**config.mk**
```make
export PLATFORM = sky130hd
export DESIGN_NAME = row_l2_normalize
export DESIGN_NICKNAME = d
export VERILOG_FILES = /design/src/design/rln_pkg.sv /design/src/design/rln_rsqrt.sv /design/src/design/row_l2_normalize.sv
export VERILOG_INCLUDE_DIRS = /design/src /design/src/design
export SDC_FILE = /design/constraint.sdc
export NUM_CORES = 2
export LEC_CHECK = 0
export ABC_AREA = 1
export BUFFER_PORTS_ARGS = -buffer_cell sky130_fd_sc_hd__buf_4
export CAP_MARGIN = 30
export CELL_PAD_IN_SITES_DETAIL_PLACEMENT = 1
export CELL_PAD_IN_SITES_GLOBAL_PLACEMENT = 1
export CORE_MARGIN = 8
export CORE_UTILIZATION = 35
export DETAILED_ROUTE_END_ITERATION = 8
export PLACE_DENSITY = 0.6
export SYNTH_ARGS = -nofsm -noshare
export SYNTH_HDL_FRONTEND = slang
export SYNTH_SLANG_ARGS = --single-unit
```
**constraint.sdc**
```tcl
create_clock -name clk_i -period 17.2 [get_ports clk_i]
set_input_delay 2.58 -clock clk_i [delete_from_list [all_inputs] [get_ports clk_i]]
set_output_delay 2.58 -clock clk_i [all_outputs]
set_load 0.02 [all_outputs]
```
**src/design/row_l2_normalize_defines.svh**
```systemverilog
// Assertion macros shared by the row normalizer modules.
// The enclosing module must have clk_i and rst_ni.
`ifndef ROW_L2_NORMALIZE_DEFINES_SVH
`define ROW_L2_NORMALIZE_DEFINES_SVH

`ifndef SYNTHESIS
`define RLN_ASSERT(lbl, prop, msg) \
  lbl: assert property (@(posedge clk_i) disable iff (!rst_ni) prop) else $error(msg);
`define RLN_ASSERT_RST(lbl, prop, msg) \
  lbl: assert property (@(posedge clk_i) prop) else $error(msg);
`else
`define RLN_ASSERT(lbl, prop, msg)
`define RLN_ASSERT_RST(lbl, prop, msg)
`endif

`endif

```
**src/design/rln_pkg.sv**
```systemverilog
`timescale 1ns / 1ps
`default_nettype none

package rln_pkg;

  localparam int SCALE_W    = 40;
  localparam int SCALE_FRAC = 24;
  localparam int EPS_W      = 32;

  localparam logic [SCALE_W-1:0] SCALE_MAX = {SCALE_W{1'b1}};

  typedef struct packed {
    logic busy;
    logic done;
  } rsqrt_status_t;

endpackage

`default_nettype wire

```
**src/design/rln_rsqrt.sv**
```systemverilog
`timescale 1ns / 1ps
`default_nettype none
`include "row_l2_normalize_defines.svh"

module rln_rsqrt #(
  parameter int DATA_WIDTH = 16,
  parameter int ACC_WIDTH  = 48
) (
  input  wire logic                          clk_i,
  input  wire logic                          rst_ni,
  input  wire logic                          start_i,
  input  wire logic [ACC_WIDTH-1:0]          t_i,
  output rln_pkg::rsqrt_status_t             status_o,
  output logic      [rln_pkg::SCALE_W-1:0]   scale_o
);

  localparam int FW  = DATA_WIDTH - 1;
  localparam int QW  = 2 * rln_pkg::SCALE_FRAC + 2 * FW + 1;
  localparam int RW  = (QW + 1) / 2;
  localparam int QP  = 2 * RW;
  localparam int AW  = ACC_WIDTH;
  localparam int RMW = (AW > RW + 1) ? AW : RW + 1;
  localparam int SW  = RMW + 2;
  localparam int CW  = $clog2(QW + 1);
  localparam int RXW = (RW > rln_pkg::SCALE_W) ? RW : rln_pkg::SCALE_W;

  localparam logic [1:0] R_IDLE = 2'd0;
  localparam logic [1:0] R_DIV  = 2'd1;
  localparam logic [1:0] R_SQRT = 2'd2;

  logic [1:0]                  st_q, st_d;
  logic [CW-1:0]               cnt_q, cnt_d;
  logic                        done_q, done_d;
  logic [AW-1:0]               t_q, t_d;
  logic [RMW-1:0]              rem_q, rem_d;
  logic [QP-1:0]               quo_q, quo_d;
  logic [RW-1:0]               root_q, root_d;
  logic [rln_pkg::SCALE_W-1:0] scale_q, scale_d;

  logic [SW-1:0]               div_a, sq_a, sq_b, op_a, op_b, diff, nxt_rem;
  logic                        take;
  logic [RW-1:0]               root_nxt;
  logic [RXW-1:0]              root_x;
  logic [rln_pkg::SCALE_W-1:0] scale_sat;

  // One compare and subtract serves both the long division and the root.
  assign div_a   = SW'({rem_q[AW-1:0], cnt_q == CW'(QW - 1)});
  assign sq_a    = SW'({rem_q[RW:0], quo_q[QP-1:QP-2]});
  assign sq_b    = SW'({root_q, 2'b01});
  assign op_a    = (st_q == R_DIV) ? div_a : sq_a;
  assign op_b    = (st_q == R_DIV) ? SW'(t_q) : sq_b;
  assign take    = op_a >= op_b;
  assign diff    = op_a - op_b;
  assign nxt_rem = take ? diff : op_a;

  assign root_nxt  = {root_q[RW-2:0], take};
  assign root_x    = RXW'(root_nxt);
  assign scale_sat = (root_x > RXW'(rln_pkg::SCALE_MAX)) ? rln_pkg::SCALE_MAX
                                                         : root_x[rln_pkg::SCALE_W-1:0];

  always_comb begin
    st_d    = st_q;
    cnt_d   = cnt_q;
    done_d  = 1'b0;
    t_d     = t_q;
    rem_d   = rem_q;
    quo_d   = quo_q;
    root_d  = root_q;
    scale_d = scale_q;
    case (st_q)
      R_IDLE: begin
        if (start_i) begin
          if (t_i == '0) begin
            scale_d = rln_pkg::SCALE_MAX;
            done_d  = 1'b1;
          end else begin
            t_d   = t_i;
            rem_d = '0;
            quo_d = '0;
            cnt_d = CW'(QW - 1);
            st_d  = R_DIV;
          end
        end
      end
      R_DIV: begin
        rem_d = nxt_rem[RMW-1:0];
        quo_d = {quo_q[QP-2:0], take};
        if (cnt_q == '0) begin
          st_d   = R_SQRT;
          cnt_d  = CW'(RW - 1);
          rem_d  = '0;
          root_d = '0;
        end else begin
          cnt_d = cnt_q - 1'b1;
        end
      end
      R_SQRT: begin
        rem_d  = nxt_rem[RMW-1:0];
        root_d = root_nxt;
        quo_d  = {quo_q[QP-3:0], 2'b00};
        if (cnt_q == '0) begin
          scale_d = scale_sat;
          done_d  = 1'b1;
          st_d    = R_IDLE;
        end else begin
          cnt_d = cnt_q - 1'b1;
        end
      end
      default: begin
        st_d = R_IDLE;
      end
    endcase
  end

  always_ff @(posedge clk_i or negedge rst_ni) begin
    if (!rst_ni) begin
      st_q   <= R_IDLE;
      cnt_q  <= '0;
      done_q <= 1'b0;
    end else begin
      st_q   <= st_d;
      cnt_q  <= cnt_d;
      done_q <= done_d;
    end
  end

  always_ff @(posedge clk_i) begin
    t_q     <= t_d;
    rem_q   <= rem_d;
    quo_q   <= quo_d;
    root_q  <= root_d;
    scale_q <= scale_d;
  end

  assign status_o.busy = st_q != R_IDLE;
  assign status_o.done = done_q;
  assign scale_o       = scale_q;

  `RLN_ASSERT(a_zero_total, (start_i && (t_i == '0) && !status_o.busy) |=> (status_o.done && (scale_o == rln_pkg::SCALE_MAX)), "zero total did not give the largest scale")
  `RLN_ASSERT(a_busy_from_start, $rose(status_o.busy) |-> $past(start_i), "root unit became busy without a start")
  `RLN_ASSERT_RST(a_done_idle, status_o.done |-> !status_o.busy, "root unit reports done while busy")

endmodule

`default_nettype wire

```
**src/design/row_l2_normalize.sv**
```systemverilog
// Row L2 normalizer.
// Input stream: tdata carries one signed row element, tuser selects the pass
// (0 adds the element's square to the row sum, 1 requests a scaled result) and
// tlast marks the final element of the row in that pass. Only scale requests
// produce output; the result stream carries the saturated element times the
// row scale in tdata and a copy of tlast.
// The user must write the epsilon register with cfg_we_i only while no request
// is in flight; the block itself does not enforce it. s_axis_tready stays low
// while a request is in progress. An accumulate request passes through the
// multiply and accumulate steps; a scale request passes through two multiply
// steps and the output step, and its result is registered in the output
// register. On the last accumulate element the reciprocal square root of the
// row sum plus epsilon follows: a bit-serial divide to a QW-bit quotient,
// QW = 49 + 2*(DATA_WIDTH-1), then a bit-serial root; zero totals skip both.
// Reset clears the row sum and the row scale (results are zero until a row is
// accumulated) and sets epsilon to one. When the receiver stalls the result
// waits in the output register and the block still finishes the next request,
// holding only a second scale result until the register frees.
`timescale 1ns / 1ps
`default_nettype none
`include "row_l2_normalize_defines.svh"

module row_l2_normalize #(
  parameter int DATA_WIDTH = 16,
  parameter int ACC_WIDTH  = 48
) (
  input  wire logic                                 clk_i,
  input  wire logic                                 rst_ni,
  input  wire logic                                 cfg_we_i,
  input  wire logic [rln_pkg::EPS_W-1:0]            cfg_wdata_i,
  input  wire logic                                 s_axis_tvalid,
  output logic                                      s_axis_tready,
  // element
  input  wire logic [((DATA_WIDTH + 7) / 8) * 8-1:0] s_axis_tdata,
  // mode
  input  wire logic [0:0]                           s_axis_tuser,
  input  wire logic                                 s_axis_tlast,
  output logic                                      m_axis_tvalid,
  input  wire logic                                 m_axis_tready,
  // normalized
  output logic [((DATA_WIDTH + 7) / 8) * 8-1:0]     m_axis_tdata,
  output logic                                      m_axis_tlast
);

  localparam int DW  = DATA_WIDTH;
  localparam int AW  = ACC_WIDTH;
  localparam int TW  = ((DATA_WIDTH + 7) / 8) * 8;
  localparam int MBW = (DW > rln_pkg::SCALE_FRAC) ? DW : rln_pkg::SCALE_FRAC;
  localparam int MW  = DW + MBW;
  localparam int XW  = ((AW > 2 * DW) ? AW : 2 * DW) + 1;
  localparam int PW  = MW + 2;

  localparam logic [PW-1:0] SIGN_MAG = PW'(1) << (DW - 1);
  localparam logic [PW-1:0] POS_MAX  = SIGN_MAG - PW'(1);
  localparam logic [PW-1:0] HALF_LSB = PW'(1) << (rln_pkg::SCALE_FRAC - 1);

  localparam logic [2:0] S_IDLE = 3'd0;
  localparam logic [2:0] S_MUL1 = 3'd1;
  localparam logic [2:0] S_MUL2 = 3'd2;
  localparam logic [2:0] S_ACC  = 3'd3;
  localparam logic [2:0] S_EPS  = 3'd4;
  localparam logic [2:0] S_ROOT = 3'd5;
  localparam logic [2:0] S_OUT  = 3'd6;

  logic [2:0]                  st_q, st_d;
  logic                        mode_q, mode_d;
  logic                        neg_q, neg_d;
  logic                        last_q, last_d;
  logic [DW-1:0]               mag_q, mag_d;
  logic [MW-1:0]               mul_q, mul_d;
  logic [MW-1:0]               plo_q, plo_d;
  logic [AW-1:0]               sum_q, sum_d;
  logic [rln_pkg::SCALE_W-1:0] row_scale_q, row_scale_d;
  logic [rln_pkg::EPS_W-1:0]   eps_q;
  logic                        mvalid_q, mvalid_d;
  logic [DW-1:0]               mdata_q, mdata_d;
  logic                        mlast_q, mlast_d;

  logic                        accept;
  logic [DW-1:0]               raw;
  logic [MBW-1:0]              mul_b;
  logic [MW-1:0]               mul_p;
  logic [XW-1:0]               acc_s;
  logic [AW-1:0]               acc_sat;
  logic [AW:0]                 t_s;
  logic [AW-1:0]               t_sat;
  logic [PW-1:0]               rnd, prod, clamp;
  logic [DW-1:0]               res;
  logic                        rs_start;
  rln_pkg::rsqrt_status_t      rs_status;
  logic [rln_pkg::SCALE_W-1:0] rs_scale;

  assign accept = s_axis_tvalid && s_axis_tready;
  assign raw    = s_axis_tdata[DW-1:0];

  // Shared multiplier: square for accumulate, low then high scale part for scale.
  always_comb begin
    if (st_q == S_MUL2) begin
      mul_b = MBW'(row_scale_q[rln_pkg::SCALE_W-1:rln_pkg::SCALE_FRAC]);
    end else if (mode_q) begin
      mul_b = MBW'(row_scale_q[rln_pkg::SCALE_FRAC-1:0]);
    end else begin
      mul_b = MBW'(mag_q);
    end
  end
  assign mul_p = MW'(mag_q) * MW'(mul_b);

  assign acc_s   = XW'(sum_q) + XW'(mul_q[2*DW-1:0]);
  assign acc_sat = (acc_s > XW'({AW{1'b1}})) ? {AW{1'b1}} : acc_s[AW-1:0];
  assign t_s     = (AW + 1)'(sum_q) + (AW + 1)'(eps_q);
  assign t_sat   = t_s[AW] ? {AW{1'b1}} : t_s[AW-1:0];

  assign rnd  = PW'(plo_q) + HALF_LSB;
  assign prod = PW'(mul_q) + (rnd >> rln_pkg::SCALE_FRAC);
  always_comb begin
    if (neg_q) begin
      clamp = (prod > SIGN_MAG) ? SIGN_MAG : prod;
      res   = ~clamp[DW-1:0] + 1'b1;
    end else begin
      clamp = (prod > POS_MAX) ? POS_MAX : prod;
      res   = clamp[DW-1:0];
    end
  end

  assign rs_start = st_q == S_EPS;

  rln_rsqrt #(
    .DATA_WIDTH(DATA_WIDTH),
    .ACC_WIDTH (ACC_WIDTH)
  ) u_rsqrt (
    .clk_i   (clk_i),
    .rst_ni  (rst_ni),
    .start_i (rs_start),
    .t_i     (t_sat),
    .status_o(rs_status),
    .scale_o (rs_scale)
  );

  always_comb begin
    st_d        = st_q;
    mode_d      = mode_q;
    neg_d       = neg_q;
    last_d      = last_q;
    mag_d       = mag_q;
    mul_d       = mul_q;
    plo_d       = plo_q;
    sum_d       = sum_q;
    row_scale_d = row_scale_q;
    mvalid_d    = mvalid_q;
    mdata_d     = mdata_q;
    mlast_d     = mlast_q;
    if (mvalid_q && m_axis_tready) begin
      mvalid_d = 1'b0;
    end
    case (st_q)
      S_IDLE: begin
        if (accept) begin
          mode_d = s_axis_tuser[0];
          last_d = s_axis_tlast;
          neg_d  = raw[DW-1];
          mag_d  = raw[DW-1] ? (~raw + 1'b1) : raw;
          st_d   = S_MUL1;
        end
      end
      S_MUL1: begin
        mul_d = mul_p;
        st_d  = mode_q ? S_MUL2 : S_ACC;
      end
      S_MUL2: begin
        plo_d = mul_q;
        mul_d = mul_p;
        st_d  = S_OUT;
      end
      S_ACC: begin
        sum_d = acc_sat;
        st_d  = last_q ? S_EPS : S_IDLE;
      end
      S_EPS: begin
        sum_d = '0;
        st_d  = S_ROOT;
      end
      S_ROOT: begin
        if (rs_status.done) begin
          row_scale_d = rs_scale;
          st_d        = S_IDLE;
        end
      end
      S_OUT: begin
        if (!mvalid_q || m_axis_tready) begin
          mvalid_d = 1'b1;
          mdata_d  = res;
          mlast_d  = last_q;
          st_d     = S_IDLE;
        end
      end
      default: begin
        st_d = S_IDLE;
      end
    endcase
  end

  always_ff @(posedge clk_i or negedge rst_ni) begin
    if (!rst_ni) begin
      st_q        <= S_IDLE;
      sum_q       <= '0;
      row_scale_q <= '0;
      eps_q       <= rln_pkg::EPS_W'(1);
      mvalid_q    <= 1'b0;
    end else begin
      st_q        <= st_d;
      sum_q       <= sum_d;
      row_scale_q <= row_scale_d;
      mvalid_q    <= mvalid_d;
      if (cfg_we_i) begin
        eps_q <= cfg_wdata_i;
      end
    end
  end

  always_ff @(posedge clk_i) begin
    mode_q  <= mode_d;
    neg_q   <= neg_d;
    last_q  <= last_d;
    mag_q   <= mag_d;
    mul_q   <= mul_d;
    plo_q   <= plo_d;
    mdata_q <= mdata_d;
    mlast_q <= mlast_d;
  end

  assign s_axis_tready = st_q == S_IDLE;
  assign m_axis_tvalid = mvalid_q;
  assign m_axis_tdata  = TW'(mdata_q);
  assign m_axis_tlast  = mlast_q;

  `RLN_ASSERT(a_busy_after_req, (s_axis_tvalid && s_axis_tready) |=> !s_axis_tready, "input ready right after a request")
  `RLN_ASSERT(a_start_idle, rs_start |-> !rs_status.busy, "root started while busy")
  `RLN_ASSERT(a_scale_from_root, !$stable(row_scale_q) |-> $past(rs_status.done), "row scale changed without a root result")
  `RLN_ASSERT(a_out_from_seq, $rose(m_axis_tvalid) |-> $past(st_q == S_OUT), "result appeared outside the output step")

endmodule

`default_nettype wire

```
# --- Word-level counts from Yosys, hierarchy flattened ---
# Index checks and enable logic that the tools add are counted.
op_classes:
  addsub: 8
  muxes: 49
  n_bitwise: 3
  multipliers: 1
  n_reduce_logical: 23
  eq_ne: 18
  n_lt_le_gt_ge: 5
op_table:
  columns: ["operator", "count"]
  rows:
  - ["48-bit 2-to-1 mux", 7]
  - ["80-bit one-hot mux with 3 select lines", 1]
  - ["40-bit 2-to-1 mux", 5]
  - ["80-bit 2-to-1 mux", 2]
  - ["40-bit one-hot mux with 2 select lines", 2]
  - ["48-bit one-hot mux with 3 select lines", 1]
  - ["48-bit by 32-bit adder with 49-bit output", 2]
  - ["48-bit one-hot mux with 2 select lines", 1]
  - ["49-bit by 48-bit >= comparator with 1-bit output", 1]
  - ["49-bit by 48-bit > comparator with 1-bit output, second input constant", 1]
  - ["49-bit 2-to-1 mux", 1]
  - ["48-bit zero test", 1]
  - ["16-bit 2-to-1 mux", 3]
  - ["24-bit 2-to-1 mux", 2]
  - ["48-bit subtractor", 1]
  - ["40-bit by 17-bit adder with 41-bit output", 1]
  - ["40-bit by 24-bit adder with 41-bit output, second input constant", 1]
  - ["41-bit by 15-bit > comparator with 1-bit output, second input constant", 1]
  - ["41-bit by 16-bit > comparator with 1-bit output, second input constant", 1]
  - ["40-bit > comparator, second input constant", 1]
  - ["16-bit by 24-bit multiplier with 40-bit output", 1]
  - ["16-bit by 1-bit adder with 16-bit output, second input constant", 2]
  - ["16-bit inverter", 2]
  - ["7-bit 2-to-1 mux", 4]
  - ["other kinds (30)", 62]
word_totals:
  input_bits: 55
  wordCells: 129
  regBits: 506

# --- Logic depth before layout (Yosys ltp) ---
logic_depth:
  ltp_word: 7
  ltp_mapped: 35

# --- Modules after synthesis ---
# A second synthesis with hierarchy kept.
hier_totals:
  cells_unflattened: 5732
  area_unflattened_um2: 44363.8
by_module_without_submodules:
  columns: ["mod", "cells_per_inst", "area_each_um2", "n_inst"]
  rows:
  - ["row_l2_normalize", 3558, 27721.6, 1]
  - ["rln_rsqrt", 2174, 16642.2, 1]

# --- Worst setup path before layout ---
# OpenSTA, ideal clock, no wires.
synth_path:
  path_kind: "flip-flop to flip-flop"
  start: "register eps_q[0] in the netlist's numbering"
  end: "register u_rsqrt.quo_q[0], enable pin"
  slack_ns: 4.657
  path_buffers: 1
  stages_incl_launch_ff: 21
  arrival_time_ns: 11.746
  setup_ns: 0.798
  cell_sequence: "dfstp_2 -> ha_1 -> inv_1 -> fa_1 -> o21ai_2 -> nand2_1 -> nand2_2 -> nand3_1 -> nand2_2 -> nand2_1 -> nand2_2 -> nand2_2 -> buf_4 -> nand2_1 -> nor2_1 -> nand2_1 -> nor2_1 -> nand2_1 -> nor2_2 -> nand3_2 -> nor3b_1"
synth_between:
  elab_chain_cells: 5
synth_rtl:
  columns: ["item", "line_no", "text"]
  rows:
  - ["from (decl)", "row_l2_normalize.sv:74", "logic [rln_pkg::EPS_W-1:0] eps_q;"]
  - ["from (signal assigned)", "row_l2_normalize.sv:207", "eps_q <= rln_pkg::EPS_W'(1);"]
  - ["from (signal assigned)", "row_l2_normalize.sv:215", "eps_q <= cfg_wdata_i;"]
  - ["48-bit by 32-bit adder with 49-bit output", "row_l2_normalize.sv:110", "assign t_s = (AW + 1)'(sum_q) + (AW + 1)'(eps_q);"]
  - ["48-bit 2-to-1 mux", "row_l2_normalize.sv:111", "assign t_sat = t_s[AW] ? {AW{1'b1}} : t_s[AW-1:0];"]
  - ["via t_sat[24]", "row_l2_normalize.sv:86", "logic [AW-1:0] t_sat;"]
  - ["48-bit zero test", "rln_rsqrt.sv:73", "if (t_i == '0) begin"]
  - ["2-bit inequality test (no source line)", null, null]
  - ["3-bit AND reduction (no source line)", null, null]
  - ["to (signal assigned)", "rln_rsqrt.sv:130", "quo_q <= quo_d;"]
  - ["to (decl)", "rln_rsqrt.sv:36", "logic [QP-1:0] quo_q, quo_d;"]
# The timed path passes the listed nets, and every way through them passes these cells.
# A chain may end at the register's enable or synchronous reset.

# --- Worst setup path in the final report ---
layout_path:
  start: "register mag_q[12]"
  end: "register mul_q[33], data pin"
layout_between:
  elab_chain_cells: 3
layout_rtl:
  columns: ["item", "line_no", "text"]
  rows:
  - ["from (decl)", "row_l2_normalize.sv:69", "logic [DW-1:0] mag_q, mag_d;"]
  - ["from (signal assigned)", "row_l2_normalize.sv:224", "mag_q <= mag_d;"]
  - ["24-bit 2-to-1 mux", "row_l2_normalize.sv:100", "end else if (mode_q) begin"]
  - ["24-bit 2-to-1 mux", "row_l2_normalize.sv:98", "if (st_q == S_MUL2) begin"]
  - ["16-bit by 24-bit multiplier with 40-bit output (*)", "row_l2_normalize.sv:106", "assign mul_p = MW'(mag_q) * MW'(mul_b);"]
  - ["via mul_p[33]", "row_l2_normalize.sv:82", "logic [MW-1:0] mul_p;"]
  - ["to (signal assigned)", "row_l2_normalize.sv:225", "mul_q <= mul_d;"]
  - ["to (decl)", "row_l2_normalize.sv:70", "logic [MW-1:0] mul_q, mul_d;"]
# The timed path passes the listed nets; every way through them passes the cells marked *.

==> impl_metrics.py <==
metrics = {
    "status": {
        "status": "finished clean",
    },
    "floorplan": {
        "placementRows": 129,
        "initial_core_util_pct": 35.2,
        "die_h_um": 369,
        "die_area_um2": 136000,
        "die_w_um": 369,
        "ios": 74,
        "core_um2": 124000,
    },
    "clock_tree": {
        "cts_resized": 0,
        "cts_made_buffers": 60,
        "cts_tree": "yes",
        "clk_pin_slew_ns": 0.06,
        "clock_latency_ns": 0.70,
        "cts_root_buffer": "clkbuf_16",
        "clock_sinks": 483,
        "cts_setup_buffers": 0,
        "cts_max_level": 2,
        "cts_max_path_buffers": 3,
        "cts_hold_repair.buffers": 0,
    },
    "worst_setup_path": {
        "required_ns": 17.57,
        "path_buf_inv": 6,
        "start_kind": "register",
        "slowest_delay_ns": 0.79,
        "arrival_ns": 8.85,
        "critPathKind": "register to register",
        "cp-end-kind": "register",
        "cp_slowest_cell": "edfxtp_1",
        "crit_family": "adder cells",
        "cp_max_fo": 14,
    },
    "grt": {
        "grt_max_degree": 97,
        "antenna_found_initial": 1,
        "grt_util_met2_pct": 34.7,
        "grtUsageMet1_pct": 32.2,
        "grt_overflow": 0,
        "globalRoute.busiestLayer": "met2",
        "use_met3_pct": 3.25,
        "grt_pass1_wl_um": 236000,
        "grt.total_usage_pct": 22.3,
        "grt_pass1_vias": 38500,
    },
    "yosys": {
        "ys_seq_area_share_pct": 31.8,
        "avgSynthCellArea_um2": 7.98,
        "ys_ff_latch": 483,
        "synthCells": 5453,
        "syn_nets": 6068,
        "synthFlopType": "edfxtp_1",
        "yosys.cell_types.count": 70,
        "synth_edf_count": 349,
        "synth_area_um2": 43500,
        "async_flop_share_pct": 27.7,
        "ys.warnings.count": 0,
    },
    "sta": {
        "finClkSkew_ns": 0.0863,
        "relSlewSlack_pct": 30.6,
        "fmax_mhz": 118,
        "worst_pin_slew_ns": 1.03,
        "fin_crit_sh_pct": 49.3,
        "period_minus_slack_ns": 8.48,
        "slew_violations": 0,
        "setup_tns_ns": 0,
        "fin_ws_ns": 8.72,
        "rsz0062_at_grt": "no",
        "finalHoldViolations": 0,
        "final-setup-viol-count": 0,
    },
    "placement": {
        "finalWeightedCongestion": 0.904,
        "post-place-ws_ns": 8.85,
        "port_buffers": 73,
        "dp_hpwl_um": 122000,
    },
    "detailed_routing": {
        "drtIter0Drc": 2466,
        "wl_per_cell_um": 21.4,
        "vias": 36500,
        "dr.pass1.iters": 5,
        "drt_wl_total_um": 153000,
        "ant_nets": 0,
        "drc_errors": 0,
        "via_per_inst": 5.10,
    },
    "finish": {
        "final_layout_size_suffix_gt1_share_pct": 7.09,
        "fin_nets": 6090,
        "area_growth_pct": 10.4,
        "antenna_cells": 0,
    },
    "hold_path": {
        "hold_path_class": "register to register",
    },
    "run": {
        "maxCapViolations": 0,
    },
}
## per-layer routing
| layer | up-vias | share of wire (%) |
|---|---|---|
| met5 | - | 0 |
| li1 | 17500 | - |
| met1 | 18200 | 48 |
| met2 | 653 | 44 |
| met4 | 0 | 3.1 |
| met3 | 175 | 4.6 |
## layout make-up
class | count | area, um2
Clock buffer | 66 | 1560
Clock inverter | 48 | 576
Fill cell | 15000 | 75600
Inverter | 913 | 3430
Multi-Input combinational cell | 3899 | 25700
Sequential cell | 483 | 13800
Tap cell | 1637 | 2050
Timing Repair Buffer | 118 | 975
## cell usage after synthesis (all sizes together), types with 10 or more instances
cell type / instances / area [um2]
a21oi: 361 / 1840
or2: 10 / 62.6
a21o: 18 / 135
xor2: 107 / 937
nor4: 15 / 93.8
mux2: 71 / 800
nand3: 188 / 976
ha: 250 / 3130
nor3: 56 / 344
o21bai: 11 / 82.6
o21a: 18 / 135
o31ai: 10 / 80.1
fa: 310 / 6210
nand2: 1374 / 5210
dfrtp: 133 / 3330
buf: 36 / 226
inv: 898 / 3370
o21ai: 316 / 1610
nand4: 53 / 338
a31oi: 31 / 194
nor2: 537 / 2050
clkinv: 15 / 56.3
xnor2: 78 / 683
edfxtp: 349 / 10500
clkbuf: 122 / 458
o211ai: 22 / 165
## cells by family (layout without fill, tap and decap cells)
family | after synthesis | after routing | share of synthesized area (%)
AOI/OAI and AO/OA | 827 | 827 | 10.5
buffers and inverters | 1071 | 1145 | 9.44
adders and majority gates | 560 | 560 | 21.4
DFF | 483 | 483 | 31.8
and+or+nand+nor | 2255 | 2255 | 21.2
xor gates and xnor gates | 185 | 185 | 3.72
muxes | 72 | 72 | 1.86
## per-stage QoR
step | hold WS [ns] | cell area, um2 | cells | utilization (%)
detailed placement | 0.448 | 45900 | 7049 | 37.1
floorplan | 0.427 | 43500 | 5453 | -
CTS | 0.460 | 48100 | 7163 | 38.9
global placement | 0.444 | 45800 | 7043 | 37.0
global route | 0.475 | 48100 | 7164 | 38.9
finish | 0.462 | 48100 | 7164 | 38.9
## layout by cell type, fill, tap and decap left out, drive strengths merged, types with 3 or more instances in the layout
cell type / synthesis / layout
a211oi: 3 / 3
a21boi: 7 / 7
a21o: 18 / 18
a21oi: 361 / 361
a31oi: 31 / 31
buf: 36 / 118
bufinv: 0 / 8
clkbuf: 122 / 66
clkinv: 15 / 43
clkinvlp: 0 / 3
dfrtp: 133 / 133
edfxtp: 349 / 349
fa: 310 / 310
ha: 250 / 250
inv: 898 / 907
mux2: 71 / 71
nand2: 1374 / 1374
nand3: 188 / 188
nand3b: 7 / 7
nand4: 53 / 53
nor2: 537 / 537
nor3: 56 / 56
nor3b: 7 / 7
nor4: 15 / 15
o2111ai: 5 / 5
o211ai: 22 / 22
o21a: 18 / 18
o21ai: 316 / 316
o21bai: 11 / 11
o221ai: 5 / 5
o22ai: 3 / 3
o31ai: 10 / 10
o41ai: 5 / 5
or2: 10 / 10
xnor2: 78 / 78
xor2: 107 / 107
## worst paths after layout
| path | start | slack, ns | endpoint | cells past startpoint |
|---|---|---|---|---|
| max in group asynchronous | rst_ni | 13.65 | row_scale_q[24]$_DFFE_PN0P_ | 3 |
| hold / removal | u_rsqrt.scale_o[18]$_SDFFCE_PN1P_ | 0.46 | row_scale_q[18]$_DFFE_PN0P_ | 1 |
| hold reg to reg | u_rsqrt.scale_o[18]$_SDFFCE_PN1P_ | 0.46 | row_scale_q[18]$_DFFE_PN0P_ | 1 |
| setup reg to reg | mag_q[12]$_DFFE_PP_ | 8.72 | mul_q[33]$_DFFE_PP_ | 25 |
| min in group asynchronous | rst_ni | 1.82 | sum_q[41]$_DFFE_PN0P_ | 1 |
| setup / recovery | mag_q[12]$_DFFE_PP_ | 8.72 | mul_q[33]$_DFFE_PP_ | 25 |
## state kept, by name (all words and copies together) (netlist names), 17 cells and up
register,count
plo_q,17
sum_q,48
u_rsqrt.t_q,48
u_rsqrt.quo_q,80
u_rsqrt.rem_q,48
mul_q,40
row_scale_q,40
eps_q,32
u_rsqrt.root_q,40
u_rsqrt.scale_o,40
Power is not shown: default switching activity piles up to over one toggle a cycle in this logic, so the estimate is an artifact.
